[src/rlss_pkg.sv]
// Shared constants, codes and types of the single-wire RGB LED strip serialiser.
// No dependencies; rlss_cfg, rlss_seq, rlss_pix and the top level import this package.
`timescale 1ns / 1ps

package rlss_pkg;

	localparam int LED_COUNT    = 64;
	localparam int BITS_PER_LED = 24;
	localparam int PIX_W        = 24;
	localparam int LED_AW       = (LED_COUNT > 1) ? $clog2(LED_COUNT) : 1;
	localparam int BIT_W        = $clog2(BITS_PER_LED);
	localparam int PIX_IW       = $clog2(PIX_W);
	localparam int IDX_W        = 6;
	localparam int LVL_W        = 8;
	localparam int TICK_W       = 16;
	localparam int PER_W        = 8;
	localparam int CFG_AW       = 2;
	localparam int CFG_DW       = 16;

	localparam logic [PER_W-1:0]  RST_BIT_PERIOD = PER_W'(52);
	localparam logic [PER_W-1:0]  RST_ZERO_HIGH  = PER_W'(10);
	localparam logic [PER_W-1:0]  RST_ONE_HIGH   = PER_W'(27);
	localparam logic [TICK_W-1:0] RST_GUARD      = TICK_W'(2310);

	typedef enum logic [CFG_AW-1:0] {
		CFG_BIT_PERIOD = 2'd0,
		CFG_ZERO_HIGH  = 2'd1,
		CFG_ONE_HIGH   = 2'd2,
		CFG_GUARD      = 2'd3
	} cfg_idx_t;

	typedef enum logic [1:0] {
		ACT_WRITE = 2'd0,
		ACT_START = 2'd1,
		ACT_TICK  = 2'd2
	} action_t;

	typedef enum logic [1:0] {
		PH_IDLE  = 2'd0,
		PH_LEAD  = 2'd1,
		PH_DATA  = 2'd2,
		PH_GUARD = 2'd3
	} phase_t;

	typedef struct packed {
		logic [PER_W-1:0]  bit_period;
		logic [PER_W-1:0]  zero_high;
		logic [PER_W-1:0]  one_high;
		logic [TICK_W-1:0] guard;
	} cfg_t;

	// Sequencer view of one word after its start request, before its tick.
	typedef struct packed {
		phase_t             phase;
		logic [LED_AW-1:0]  led;
		logic [BIT_W-1:0]   bitpos;
		logic [TICK_W-1:0]  tick;
		logic               ignored;
	} seq_snap_t;

endpackage

[src/rlss_ram.sv]
// Generic single-port-write, single-port-read RAM with a registered read.
// No dependencies.
`timescale 1ns / 1ps

module rlss_ram #(
	parameter int WIDTH = 8,
	parameter int DEPTH = 16
) (
	input  logic                             clk,
	input  logic                             we,
	input  logic [$clog2(DEPTH > 1 ? DEPTH : 2)-1:0] waddr,
	input  logic [WIDTH-1:0]                 wdata,
	input  logic                             re,
	input  logic [$clog2(DEPTH > 1 ? DEPTH : 2)-1:0] raddr,
	output logic [WIDTH-1:0]                 rdata
);

	logic [WIDTH-1:0] mem_q [DEPTH];

	// A read at the address being written returns the old contents.
	always_ff @(posedge clk) begin
		if (we) begin
			mem_q[waddr] <= wdata;
		end
		if (re) begin
			rdata <= mem_q[raddr];
		end
	end

endmodule

[src/rlss_cfg.sv]
// Configuration register file of the LED strip serialiser.
// Depends on rlss_pkg.
`timescale 1ns / 1ps

module rlss_cfg
	import rlss_pkg::*;
(
	input  logic              clk,
	input  logic              arst_n,
	input  logic              wr,
	input  logic [CFG_AW-1:0] index,
	input  logic [CFG_DW-1:0] data,
	output cfg_t              cfg
);

	cfg_t cfg_q;

	always_ff @(posedge clk or negedge arst_n) begin
		if (!arst_n) begin
			cfg_q.bit_period <= RST_BIT_PERIOD;
			cfg_q.zero_high  <= RST_ZERO_HIGH;
			cfg_q.one_high   <= RST_ONE_HIGH;
			cfg_q.guard      <= RST_GUARD;
		end else if (wr) begin
			case (cfg_idx_t'(index))
				CFG_BIT_PERIOD: cfg_q.bit_period <= data[PER_W-1:0];
				CFG_ZERO_HIGH:  cfg_q.zero_high  <= data[PER_W-1:0];
				CFG_ONE_HIGH:   cfg_q.one_high   <= data[PER_W-1:0];
				CFG_GUARD:      cfg_q.guard      <= data[TICK_W-1:0];
				default: ;
			endcase
		end
	end

	assign cfg = cfg_q;

endmodule

[src/rlss_seq.sv]
// Frame sequencer: phase, LED position, bit position and tick counter.
// Depends on rlss_pkg.
`timescale 1ns / 1ps

module rlss_seq
	import rlss_pkg::*;
(
	input  logic        clk,
	input  logic        arst_n,
	input  logic        acc,
	input  logic [1:0]  action,
	input  cfg_t        cfg,
	output seq_snap_t   snap
);

	phase_t             phase_q, phase_d;
	logic [LED_AW-1:0]  led_q, led_d;
	logic [BIT_W-1:0]   bit_q, bit_d;
	logic [TICK_W-1:0]  tick_q, tick_d;
	seq_snap_t          a;
	logic [PER_W-1:0]   period;
	logic [TICK_W-1:0]  guard;
	logic [TICK_W:0]    tick_inc;
	logic               period_end;
	logic               guard_end;
	logic               last_bit;
	logic               last_led;

	always_ff @(posedge clk or negedge arst_n) begin
		if (!arst_n) begin
			phase_q <= PH_IDLE;
			led_q   <= '0;
			bit_q   <= '0;
			tick_q  <= '0;
		end else begin
			phase_q <= phase_d;
			led_q   <= led_d;
			bit_q   <= bit_d;
			tick_q  <= tick_d;
		end
	end

	always_comb begin
		// Start request first; it is refused while a frame is running.
		a.phase   = phase_q;
		a.led     = led_q;
		a.bitpos  = bit_q;
		a.tick    = tick_q;
		a.ignored = 1'b0;
		if (acc && action == ACT_START) begin
			if (phase_q != PH_IDLE) begin
				a.ignored = 1'b1;
			end else begin
				a.phase  = PH_LEAD;
				a.led    = '0;
				a.bitpos = '0;
				a.tick   = '0;
			end
		end

		period     = (cfg.bit_period == '0) ? PER_W'(1) : cfg.bit_period;
		guard      = (cfg.guard == '0) ? TICK_W'(1) : cfg.guard;
		tick_inc   = {1'b0, a.tick} + (TICK_W+1)'(1);
		period_end = tick_inc >= (TICK_W+1)'(period);
		guard_end  = tick_inc >= {1'b0, guard};
		last_bit   = ({1'b0, a.bitpos} + (BIT_W+1)'(1)) >= (BIT_W+1)'(BITS_PER_LED);
		last_led   = ({1'b0, a.led} + (LED_AW+1)'(1)) >= (LED_AW+1)'(LED_COUNT);

		phase_d = a.phase;
		led_d   = a.led;
		bit_d   = a.bitpos;
		tick_d  = a.tick;
		if (acc && action == ACT_TICK) begin
			case (a.phase)
				PH_LEAD: begin
					if (period_end) begin
						tick_d  = '0;
						phase_d = PH_DATA;
						led_d   = '0;
						bit_d   = '0;
					end else begin
						tick_d = tick_inc[TICK_W-1:0];
					end
				end
				PH_DATA: begin
					if (period_end) begin
						tick_d = '0;
						if (last_bit) begin
							bit_d = '0;
							if (last_led) begin
								led_d   = '0;
								phase_d = PH_GUARD;
							end else begin
								led_d = a.led + LED_AW'(1);
							end
						end else begin
							bit_d = a.bitpos + BIT_W'(1);
						end
					end else begin
						tick_d = tick_inc[TICK_W-1:0];
					end
				end
				PH_GUARD: begin
					if (guard_end) begin
						tick_d  = '0;
						phase_d = PH_IDLE;
					end else begin
						tick_d = tick_inc[TICK_W-1:0];
					end
				end
				default: ;
			endcase
		end
	end

	assign snap = a;

endmodule

[src/rlss_pix.sv]
// Pixel store: RAM of green-red-blue words with valid bits and write forwarding.
// Depends on rlss_pkg and rlss_ram.
`timescale 1ns / 1ps

module rlss_pix
	import rlss_pkg::*;
(
	input  logic              clk,
	input  logic              arst_n,
	input  logic              s1_en,
	input  logic              we,
	input  logic [LED_AW-1:0] waddr,
	input  logic [PIX_W-1:0]  wdata,
	input  logic [LED_AW-1:0] raddr,
	output logic [PIX_W-1:0]  word_s1
);

	logic [LED_COUNT-1:0] vld_q;
	logic [PIX_W-1:0]     ram_rdata;
	logic                 vld_s1;
	logic                 fwd_s1;
	logic [PIX_W-1:0]     fwd_data_s1;

	rlss_ram #(
		.WIDTH (PIX_W),
		.DEPTH (LED_COUNT)
	) u_ram (
		.clk   (clk),
		.we    (we),
		.waddr (waddr),
		.wdata (wdata),
		.re    (s1_en),
		.raddr (raddr),
		.rdata (ram_rdata)
	);

	// An entry never written reads as zero.
	always_ff @(posedge clk or negedge arst_n) begin
		if (!arst_n) begin
			vld_q <= '0;
		end else if (we) begin
			vld_q[waddr] <= 1'b1;
		end
	end

	// The RAM returns old data when the same word writes the entry it reads,
	// so that write is carried alongside and takes precedence.
	always_ff @(posedge clk) begin
		if (s1_en) begin
			vld_s1      <= vld_q[raddr];
			fwd_s1      <= we && (waddr == raddr);
			fwd_data_s1 <= wdata;
		end
	end

	assign word_s1 = fwd_s1 ? fwd_data_s1 : (vld_s1 ? ram_rdata : '0);

endmodule

[src/rgb_led_strip_serializer_core.sv]
// Top level of the single-wire RGB LED strip serialiser.
// Depends on rlss_pkg, rlss_cfg, rlss_seq, rlss_pix and rlss_ram.
//
//   Channel   Handshake                 Payload
//   input     in_valid / in_stall       action, led_index, red_level, green_level, blue_level
//   output    out_valid / out_stall     line_level, frame_busy, start_ignored
//   config    cfg_valid / cfg_ready     cfg_index, cfg_data
//
// One input word is taken every clock cycle unless the input is stalled; its result passes
// through the registered read of the pixel RAM and then the output register.
// Reset clears the frame sequencer, the pixel valid bits, the pipeline valids and
// loads the register defaults; no clearing pass is needed.
// A stall on the output holds the output register and the RAM read stage; the input
// is stalled only once both are full.
`timescale 1ns / 1ps

module rgb_led_strip_serializer_core
	import rlss_pkg::*;
(
	input  logic              clk,
	input  logic              arst_n,

	input  logic              in_valid,
	output logic              in_stall,
	input  logic [1:0]        action,
	input  logic [IDX_W-1:0]  led_index,
	input  logic [LVL_W-1:0]  red_level,
	input  logic [LVL_W-1:0]  green_level,
	input  logic [LVL_W-1:0]  blue_level,

	output logic              out_valid,
	input  logic              out_stall,
	output logic              line_level,
	output logic              frame_busy,
	output logic              start_ignored,

	input  logic              cfg_valid,
	output logic              cfg_ready,
	input  logic [CFG_AW-1:0] cfg_index,
	input  logic [CFG_DW-1:0] cfg_data
);

	cfg_t              cfg;
	seq_snap_t         snap;
	seq_snap_t         snap_s1;
	logic              s1_v;
	logic              out_v_q;
	logic              line_q;
	logic              busy_q;
	logic              ign_q;
	logic              out_en;
	logic              s1_en;
	logic              in_acc;
	logic              pix_we;
	logic [PIX_W-1:0]  word_s1;
	logic              bit_s1;
	logic [PIX_IW-1:0] sel_s1;
	logic [PER_W-1:0]  high_s1;
	logic              line_s1;

	// The output register loads when empty or being taken; the RAM read stage
	// moves on when it is empty or the output register can take its word.
	assign out_en   = !out_v_q || !out_stall;
	assign s1_en    = !s1_v || out_en;
	assign in_stall = !s1_en;
	assign in_acc   = in_valid && s1_en;

	assign cfg_ready = 1'b1;

	rlss_cfg u_cfg (
		.clk    (clk),
		.arst_n (arst_n),
		.wr     (cfg_valid && cfg_ready),
		.index  (cfg_index),
		.data   (cfg_data),
		.cfg    (cfg)
	);

	rlss_seq u_seq (
		.clk    (clk),
		.arst_n (arst_n),
		.acc    (in_acc),
		.action (action),
		.cfg    (cfg),
		.snap   (snap)
	);

	// Writes beyond the strip length are dropped.
	assign pix_we = in_acc && (action == ACT_WRITE) &&
			((IDX_W+LED_AW)'(led_index) < (IDX_W+LED_AW)'(LED_COUNT));

	rlss_pix u_pix (
		.clk     (clk),
		.arst_n  (arst_n),
		.s1_en   (s1_en),
		.we      (pix_we),
		.waddr   (LED_AW'(led_index)),
		.wdata   ({green_level, red_level, blue_level}),
		.raddr   (snap.led),
		.word_s1 (word_s1)
	);

	// Stage 1 holds the sequencer view of the word while the pixel is read.
	always_ff @(posedge clk or negedge arst_n) begin
		if (!arst_n) begin
			s1_v <= 1'b0;
		end else if (s1_en) begin
			s1_v <= in_acc;
		end
	end

	always_ff @(posedge clk) begin
		if (s1_en) begin
			snap_s1 <= snap;
		end
	end

	// The bit being sent is taken most significant first; bits past the stored
	// word are sent as zeros. The line is high for the first part of the period.
	always_comb begin
		sel_s1 = PIX_IW'(PIX_W - 1) - snap_s1.bitpos[PIX_IW-1:0];
		if ((BIT_W+1)'(snap_s1.bitpos) < (BIT_W+1)'(PIX_W)) begin
			bit_s1 = word_s1[sel_s1];
		end else begin
			bit_s1 = 1'b0;
		end
		high_s1 = bit_s1 ? cfg.one_high : cfg.zero_high;
		line_s1 = (snap_s1.phase == PH_DATA) && (snap_s1.tick < TICK_W'(high_s1));
	end

	always_ff @(posedge clk or negedge arst_n) begin
		if (!arst_n) begin
			out_v_q <= 1'b0;
		end else if (out_en) begin
			out_v_q <= s1_v;
		end
	end

	always_ff @(posedge clk) begin
		if (out_en) begin
			line_q <= line_s1;
			busy_q <= snap_s1.phase != PH_IDLE;
			ign_q  <= snap_s1.ignored;
		end
	end

	assign out_valid     = out_v_q;
	assign line_level    = line_q;
	assign frame_busy    = busy_q;
	assign start_ignored = ign_q;

	a_line_needs_busy: assert property (@(posedge clk) disable iff (!arst_n)
		out_valid && line_level |-> frame_busy)
		else $error("line driven high outside a frame");

	a_ignore_needs_busy: assert property (@(posedge clk) disable iff (!arst_n)
		out_valid && start_ignored |-> frame_busy)
		else $error("start refused while idle");

	a_idle_counters_clear: assert property (@(posedge clk) disable iff (!arst_n)
		(snap.phase == PH_IDLE) |->
		(snap.tick == '0 && snap.led == '0 && snap.bitpos == '0))
		else $error("sequencer counters not cleared while idle");

	a_s1_held_on_stall: assert property (@(posedge clk) disable iff (!arst_n)
		s1_v && out_v_q && out_stall |=> s1_v && $stable(snap_s1))
		else $error("read stage lost its word under stall");

endmodule
[config.mk]
export PLATFORM = sky130hd
export DESIGN_NAME = rgb_led_strip_serializer_core
export DESIGN_NICKNAME = d
export VERILOG_FILES = /design/src/rlss_pkg.sv /design/src/rlss_ram.sv /design/src/rlss_cfg.sv /design/src/rlss_seq.sv /design/src/rlss_pix.sv /design/src/rgb_led_strip_serializer_core.sv
export SDC_FILE = /design/constraint.sdc
export NUM_CORES = 2
export LEC_CHECK = 0
export ABC_AREA = 0
export BUFFER_PORTS_ARGS = -buffer_cell sky130_fd_sc_hd__buf_2
export CAP_MARGIN = 40
export CORE_MARGIN = 4
export CORE_UTILIZATION = 57
export DETAILED_ROUTE_END_ITERATION = 10
export GPL_ROUTABILITY_DRIVEN = 0
export PLACE_DENSITY_LB_ADDON = 0.08
export SLEW_MARGIN = 5
export SYNTH_ARGS = -nofsm -noshare
export SYNTH_HDL_FRONTEND = slang
export SYNTH_HIERARCHICAL = 1
export SYNTH_SLANG_ARGS = --single-unit
[constraint.sdc]
create_clock -name clk -period 7.3 [get_ports clk]
set_input_delay 0 -clock clk [delete_from_list [all_inputs] [get_ports clk]]
set_output_delay 0 -clock clk [all_outputs]
set_load 0.05 [all_outputs]
## After elaboration in Yosys (flattened, before gate mapping)

Memory sizes are Yosys's and may differ from the RTL's. A register that Yosys moved wholly into a read port is not among the register bits.
Index checks and enable logic that the tools add are counted.

- Memory bits (writable): 1,536
- Register bits after elaboration: 188
- Word-level logic and storage cells: 112
- Output and inout bits: 6
- Memories: 1

Memories:

| name | depth | bits a word | read ports | clocked after memory_dff | write ports | RTL line | text |
|---|---|---|---|---|---|---|---|
| u_pix.u_ram.mem_q | 64 | 24 | 1 | 1 | 1 | rlss_ram.sv:18 | `logic [WIDTH-1:0] mem_q [DEPTH];` |

- Reduce and logical (&&, ||, !) cells: 24
- $lt $le $gt $ge: 10
- Add/sub/neg operators: 6
- Equal/unequal tests: 10
- Bitwise logic cells: 1
- Multiplexer cells: 39

Operator list:

| cell | count |
|---|---|
| two-way mux 16 bit | 4 |
| bitwise OR 64 bit | 1 |
| two-way mux 24 bit | 2 |
| case mux 16 bit (2 select lines) | 1 |
| two-way mux 30 bit | 1 |
| two-way mux 6 bit | 5 |
| two-way mux 29 bit | 1 |
| two-way mux 5 bit | 4 |
| adder 16 x 1 -> 17 bit, second input constant | 1 |
| greater-or-equal comparator 17 x 16 -> 1 bit | 1 |
| greater-or-equal comparator 17 x 8 -> 1 bit | 1 |
| zero test 16 bit | 1 |
| less-than comparator 16 x 8 -> 1 bit | 1 |
| two-way mux 8 bit | 2 |
| less-than comparator 6 x 7 -> 1 bit, second input constant | 2 |
| equality test 2 bit, second input constant | 6 |
| two-way mux 2 bit | 6 |
| case mux 6 bit (2 select lines) | 1 |
| case mux 5 bit (2 select lines) | 1 |
| zero test 8 bit | 1 |
| AND reduction 2 bit | 4 |
| adder 6 x 1 -> 7 bit, second input constant | 1 |
| greater-or-equal comparator 7 bit, second input constant | 1 |
| logical AND 1 bit | 7 |
| other kinds (20) | 34 |

## Logic depth before layout (Yosys ltp)

- Depth after elaboration: 13
- Gate-level depth with buffers: 23
- Depth with buffers taken out: 18

## Cells and area by module

The synthesis kept the hierarchy.

By module, submodules not included:

| module | instances | area each (um2) | cells each |
|---|---|---|---|
| rlss_ram | 1 | 59,535.8 | 2,610 |
| rlss_pix | 1 | 4,012.6 | 283 |
| rlss_seq | 1 | 3,083.0 | 404 |
| rlss_cfg | 1 | 1,530.2 | 85 |
| rgb_led_strip_serializer_core | 1 | 1,492.7 | 100 |

## Worst setup path before layout

No wires, ideal clock.

- Path type: reg2reg
- Start: reg out_v_q, in the netlist out_valid
- End: reg u_seq.tick_q[11]
- Stages on the path, launching flop included: 24
- Arrival time: 7.396 ns
- Setup slack: -0.164 ns
- Clock period less this slack: 7.464 ns
- Library setup time: 0.067 ns
- Cell sequence: dfrtp_1 -> nand3_1 -> and2_1 -> and3b_1 -> nand2_1 -> clkbuf_1 -> clkbuf_1 -> clkbuf_1 -> and2_1 -> ha_1 -> buf_2 -> nand4_2 -> or2_0 -> clkbuf_1 -> nor3_1 -> xnor2_1 -> ha_1 -> a21o_1 -> a211o_1 -> a311oi_1 -> nand2_1 -> a21oi_2 -> nand2b_4 -> a32o_1

RTL lines:

| what | RTL line | text |
|---|---|---|
| from (decl) | rgb_led_strip_serializer_core.sv:47 | `logic out_v_q;` |
| from (signal assigned) | rgb_led_strip_serializer_core.sv:135 | `out_v_q <= s1_v;` |
| to (signal assigned) | rlss_seq.sv:39 | `tick_q <= tick_d;` |
| to (decl) | rlss_seq.sv:19 | `logic [TICK_W-1:0] tick_q, tick_d;` |

==> metrics.md <==
| Metric | Value |
|---|---|
| Average wire per standard cell | 32.3 um |
| Die height | 358 um |
| Status | completed |
| Maximum number of pins on one net before global-route repair | 94 |
| Setup total negative slack | 0 ns |
| Unique cell type count in the Yosys netlist | 99 |
| Average vias per placed instance | 6.66 |
| Async set or reset register ratio after synthesis | 0.0772 |
| Critical Path End Type | flip-flop |
| Effective utilization at floorplan | 0.578 |
| Final-report setup violation count | 0 |
| Worst Setup Path Type | flip-flop to flip-flop |
| Slew at the pin with the worst max-slew slack | 1.04 ns |
| Post-detailed-route DRC marker count | 0 |
| Aggregate routed wire length | 178,000 um |
| Core footprint | 121,000 um^2 |
| Warnings from Yosys | 6 |
| Number of enable flip-flop cells after synthesis | 1,613 |
| Required @ worst endpoint | 8.03 ns |
| Fill cell total of the finished layout | 7,950 |
| CTS root buf | clkbuf_16 |
| Wire length of the first global-routing pass | 258,000 um |
| Final Critical Period | 6.18 ns |
| Instance count of the mapped netlist | 3,482 |
| Internal Pwr Total | 16.3 mW |
| Most frequent cells in the layout | edfxtp_1, mux4_2, clkbuf_16 |
| Sequential cell area fraction in the yosys report | 0.744 |
| Buffers inserted during post-CTS setup optimization | 0 |
| Setup repair after global routing missed its margin | no |
| Origin of the critical flop-to-flop path | u_seq/phase_q[0]$_DFF_PN0_ |
| Drt initial violations | 4,815 |
| Fraction of power spent switching nets | 0.214 |
| Number of nets still failing antenna checks after routing | 0 |
| Chip Width | 358 um |
| Worst Setup SP | u_seq/phase_q[0]$_DFF_PN0_ |
| Min setup slack post-route | 1.12 ns |
| Grt total ovfl | 0 |
| Top_reg_cell synth | edfxtp_1 |
| Detailed-routing iteration count for the pre-antenna-repair pass | 5 |
| Maximum clock skew at final layout | 0.0240 ns |
| Worst slack at placement | 1.71 ns |
| Maximum achievable frequency | 0.162 GHz |
| Count of nets after finishing | 3,845 |
| Total of cells resized after clock tree synthesis | 0 |
| Top fanout value on the critical path | 29 |
| Syn-to-layout area delta | 13.5% |
| Combinational cell fraction of total power | 0.047 |
| Total global-route track usage | 0.283 |
| Number of slew-limit violations in the final report | 0 |
| Number of primary I/O pins | 61 |
| Share of the clock period used by the worst path | 0.846 |
| Worst-Skew Late Latency | 0.80 ns |
| Critical path capture point | u_seq/phase_q[0]$_DFF_PN0_ |
| Worst endpoint data arrival time | 6.91 ns |
| Number of buffers created by CTS | 174 |
| Worst setup SP type | flip-flop |
| Power density over cell area | 263 nW/um^2 |
| Register bit total from synthesis | 1,748 |
| Post-synth design cell area | 69,700 um^2 |
| Tightest Hold Check Type | primary input to flip-flop |
| Sequential share of power | 0.542 |
| Clock network fraction of total power | 0.411 |
| Syn Area/Cell | 20.0 um^2 |
| Number of vias in the routed layout | 36,737 |
| Endpoint of the lowest-slack register-to-register path | u_seq/phase_q[0]$_DFF_PN0_ |
| Initial antenna violation count | 7 |
| Max clock buf depth | 3 |
| # H-tree levels | 4 |
| Most common cell after layout, fill and taps aside | edfxtp_1 |
| Register-to-Register Setup Slack | 1.12 ns |
| Path depth of the worst reg2reg path | 17 |
| TritonCTS Sinks | 1,748 |
| Die area | 128,000 um^2 |
| Vias in the first global route | 36,684 |
| Total half-perimeter wirelength after legalization and detailed placement | 102,000 um |
| Number of buffers added to fix hold violations after cts | 85 |
| Static leakage | 25.5 nW |
| Final Total Pwr | 20.7 mW |
| Clock transition time at the flip-flop clock pins of the worst setup and hold paths | 0.06 ns |
| CTS tree | built |
| Number of placement rows | 127 |
| Switching power | 4.43 mW |
| Max IR drop VDD | 256 uV |
| Maximum capacitance violations | 0 |
| Relative max-transition margin | 0.305 |
| Number of nets produced by synthesis | 3,570 |
| Launch point of the worst hold path | cfg_data[6] |
| Hold Fails Final Rpt | 0 |
| IO buf count | 59 |
| Fraction of final layout cells sized beyond drive strength 1 | 0.264 |
-- critical path, stage by stage, from the launching register on --
cell and delay (ns):
dfrtp_1 0.62, nor2_1 0.67, nand2_1 0.74, and2_1 0.47, ha_1 0.31, nand4_2 0.18, or2_0 0.30, nor3_1 0.14
xnor2_1 0.16, ha_1 0.30, a21o_1 0.16, a211o_1 0.28, a311oi_1 0.26, nand2_1 0.15, a21oi_2 0.44, a41oi_1 0.09
o31ai_1 0.25, dlygate4sd3_1 0.58
-- registers in the layout (all words and copies together) (netlist names) --
register	flops
u_pix/fwd_data_s1	24
u_pix/u_ram/mem_q	1536
u_seq/led_q	6
u_pix/vld_s1	1
u_seq/bit_q	5
out_valid	1
s1_v	1
snap_s1	24
u_seq/phase_q	2
u_cfg/cfg	40
u_pix/vld_q	64
u_seq/tick_q	16
u_pix/fwd_s1	1
u_pix/u_ram/rdata	24
line_level	1
frame_busy	1
start_ignored	1
-- per-stage QoR --
| stage | area [um^2] | hold slack [ns] | instances | util |
|---|---|---|---|---|
| 2_1_floorplan | 69700 | -0.296 | 3482 | - |
| 3_3_place_gp | 72100 | -0.00293 | 5078 | 0.598 |
| 3_5_place_dp | 72700 | 0.0171 | 5105 | 0.603 |
| 4_1_cts | 79000 | 0.00876 | 5508 | 0.655 |
| 5_1_grt | 79000 | 0.0425 | 5511 | 0.655 |
| 6_report | 79000 | 0.0557 | 5513 | 0.655 |
-- routing by layer --
| layer | part of all wire | track usage | routed length (um) | vias to the layer above |
|---|---|---|---|---|
| li1 | - | - | - | 14989 |
| met1 | 0.40 | 0.418 | 71800 | 19508 |
| met2 | 0.47 | 0.438 | 84200 | 1926 |
| met3 | 0.094 | 0.0538 | 16700 | 312 |
| met4 | 0.030 | 0.0876 | 5430 | 2 |
| met5 | 0.000045 | 0 | 8 | - |
-- worst min path at each step --
stage | to | slack, ns | depth (start not counted)
floorplan | out_valid$_DFFE_PN0P_ | -0.30 | 0
global placement | u_pix/vld_q[32]$_DFFE_PN0P_ | -0.003 | 1
detailed placement | u_pix/vld_q[32]$_DFFE_PN0P_ | 0.02 | 1
CTS | u_cfg/cfg[30]$_DFFE_PN0P_ | 0.009 | 3
global route | u_cfg/cfg[33]$_DFFE_PN0P_ | 0.04 | 3
finish | u_cfg/cfg[30]$_DFFE_PN0P_ | 0.06 | 3
-- synth_stat cells (all sizes together) (5+ instances only) --
library cell	instances	area, um^2
a22o	24	210
dfrtp	122	3050
mux4	372	8400
a221oi	55	494
nor2	125	479
nand2b	14	95.1
clkbuf	72	278
buf	113	752
o31ai	6	45.0
dfstp	13	342
or2	10	62.6
nand4	14	100
nand3	45	240
a22oi	32	240
and3	24	150
xnor2	9	78.8
nor3	23	125
o211ai	7	57.6
edfxtp	1613	48400
o2111ai	6	52.6
nand2	88	333
mux2i	114	1140
a21o	51	383
and2	22	138
o21bai	23	173
o22ai	59	369
ha	33	413
o21ai	53	265
o21a	16	120
or4	5	41.3
inv	45	169
nand3b	7	60.1
nor4	9	62.6
nor2b	20	125
a211oi	6	55.1
a31oi	18	113
xor2	6	52.6
a21oi	44	250
or3	12	75.1
mux2	95	1070
-- cell families (layout without fill, tap and decap cells) --
group | Yosys count | after routing | share of synthesized area
DFF | 1748 | 1748 | 0.744
and+or+nand+nor | 438 | 438 | 0.0329
other | 1 | 3 | 0.0000538
buffers and inverters | 232 | 649 | 0.0173
muxes | 581 | 581 | 0.152
xor gates and xnor gates | 15 | 15 | 0.00189
AOI/OAI and AO/OA | 432 | 432 | 0.0452
adders and majority gates | 35 | 35 | 0.00622
-- area by class of cell --
cell class	count	area [um^2]	area share
inverters	47	191	0.00242
clock inverters	93	779	0.00986
clock buffers	225	4650	0.0589
multi-input cells	1502	16900	0.214
repair buffers	284	2640	0.0335
diodes	2	5.00	0.0000633
well taps	1612	2020	0.0255
flip-flops and latches	1748	51800	0.656
-- power groups by stage --
stage | Sequential [mW] | Clock, mW | Combinational [mW]
2_1_floorplan | 11.4 | 0 | 0.558
3_3_place_gp | 11.4 | 0 | 0.874
3_5_place_dp | 11.4 | 0 | 0.913
4_1_cts | 11.2 | 8.66 | 0.969
5_1_grt | 11.3 | 9.10 | 1.06
6_report | 11.2 | 8.53 | 0.973
(Power assumes the default switching activity.)
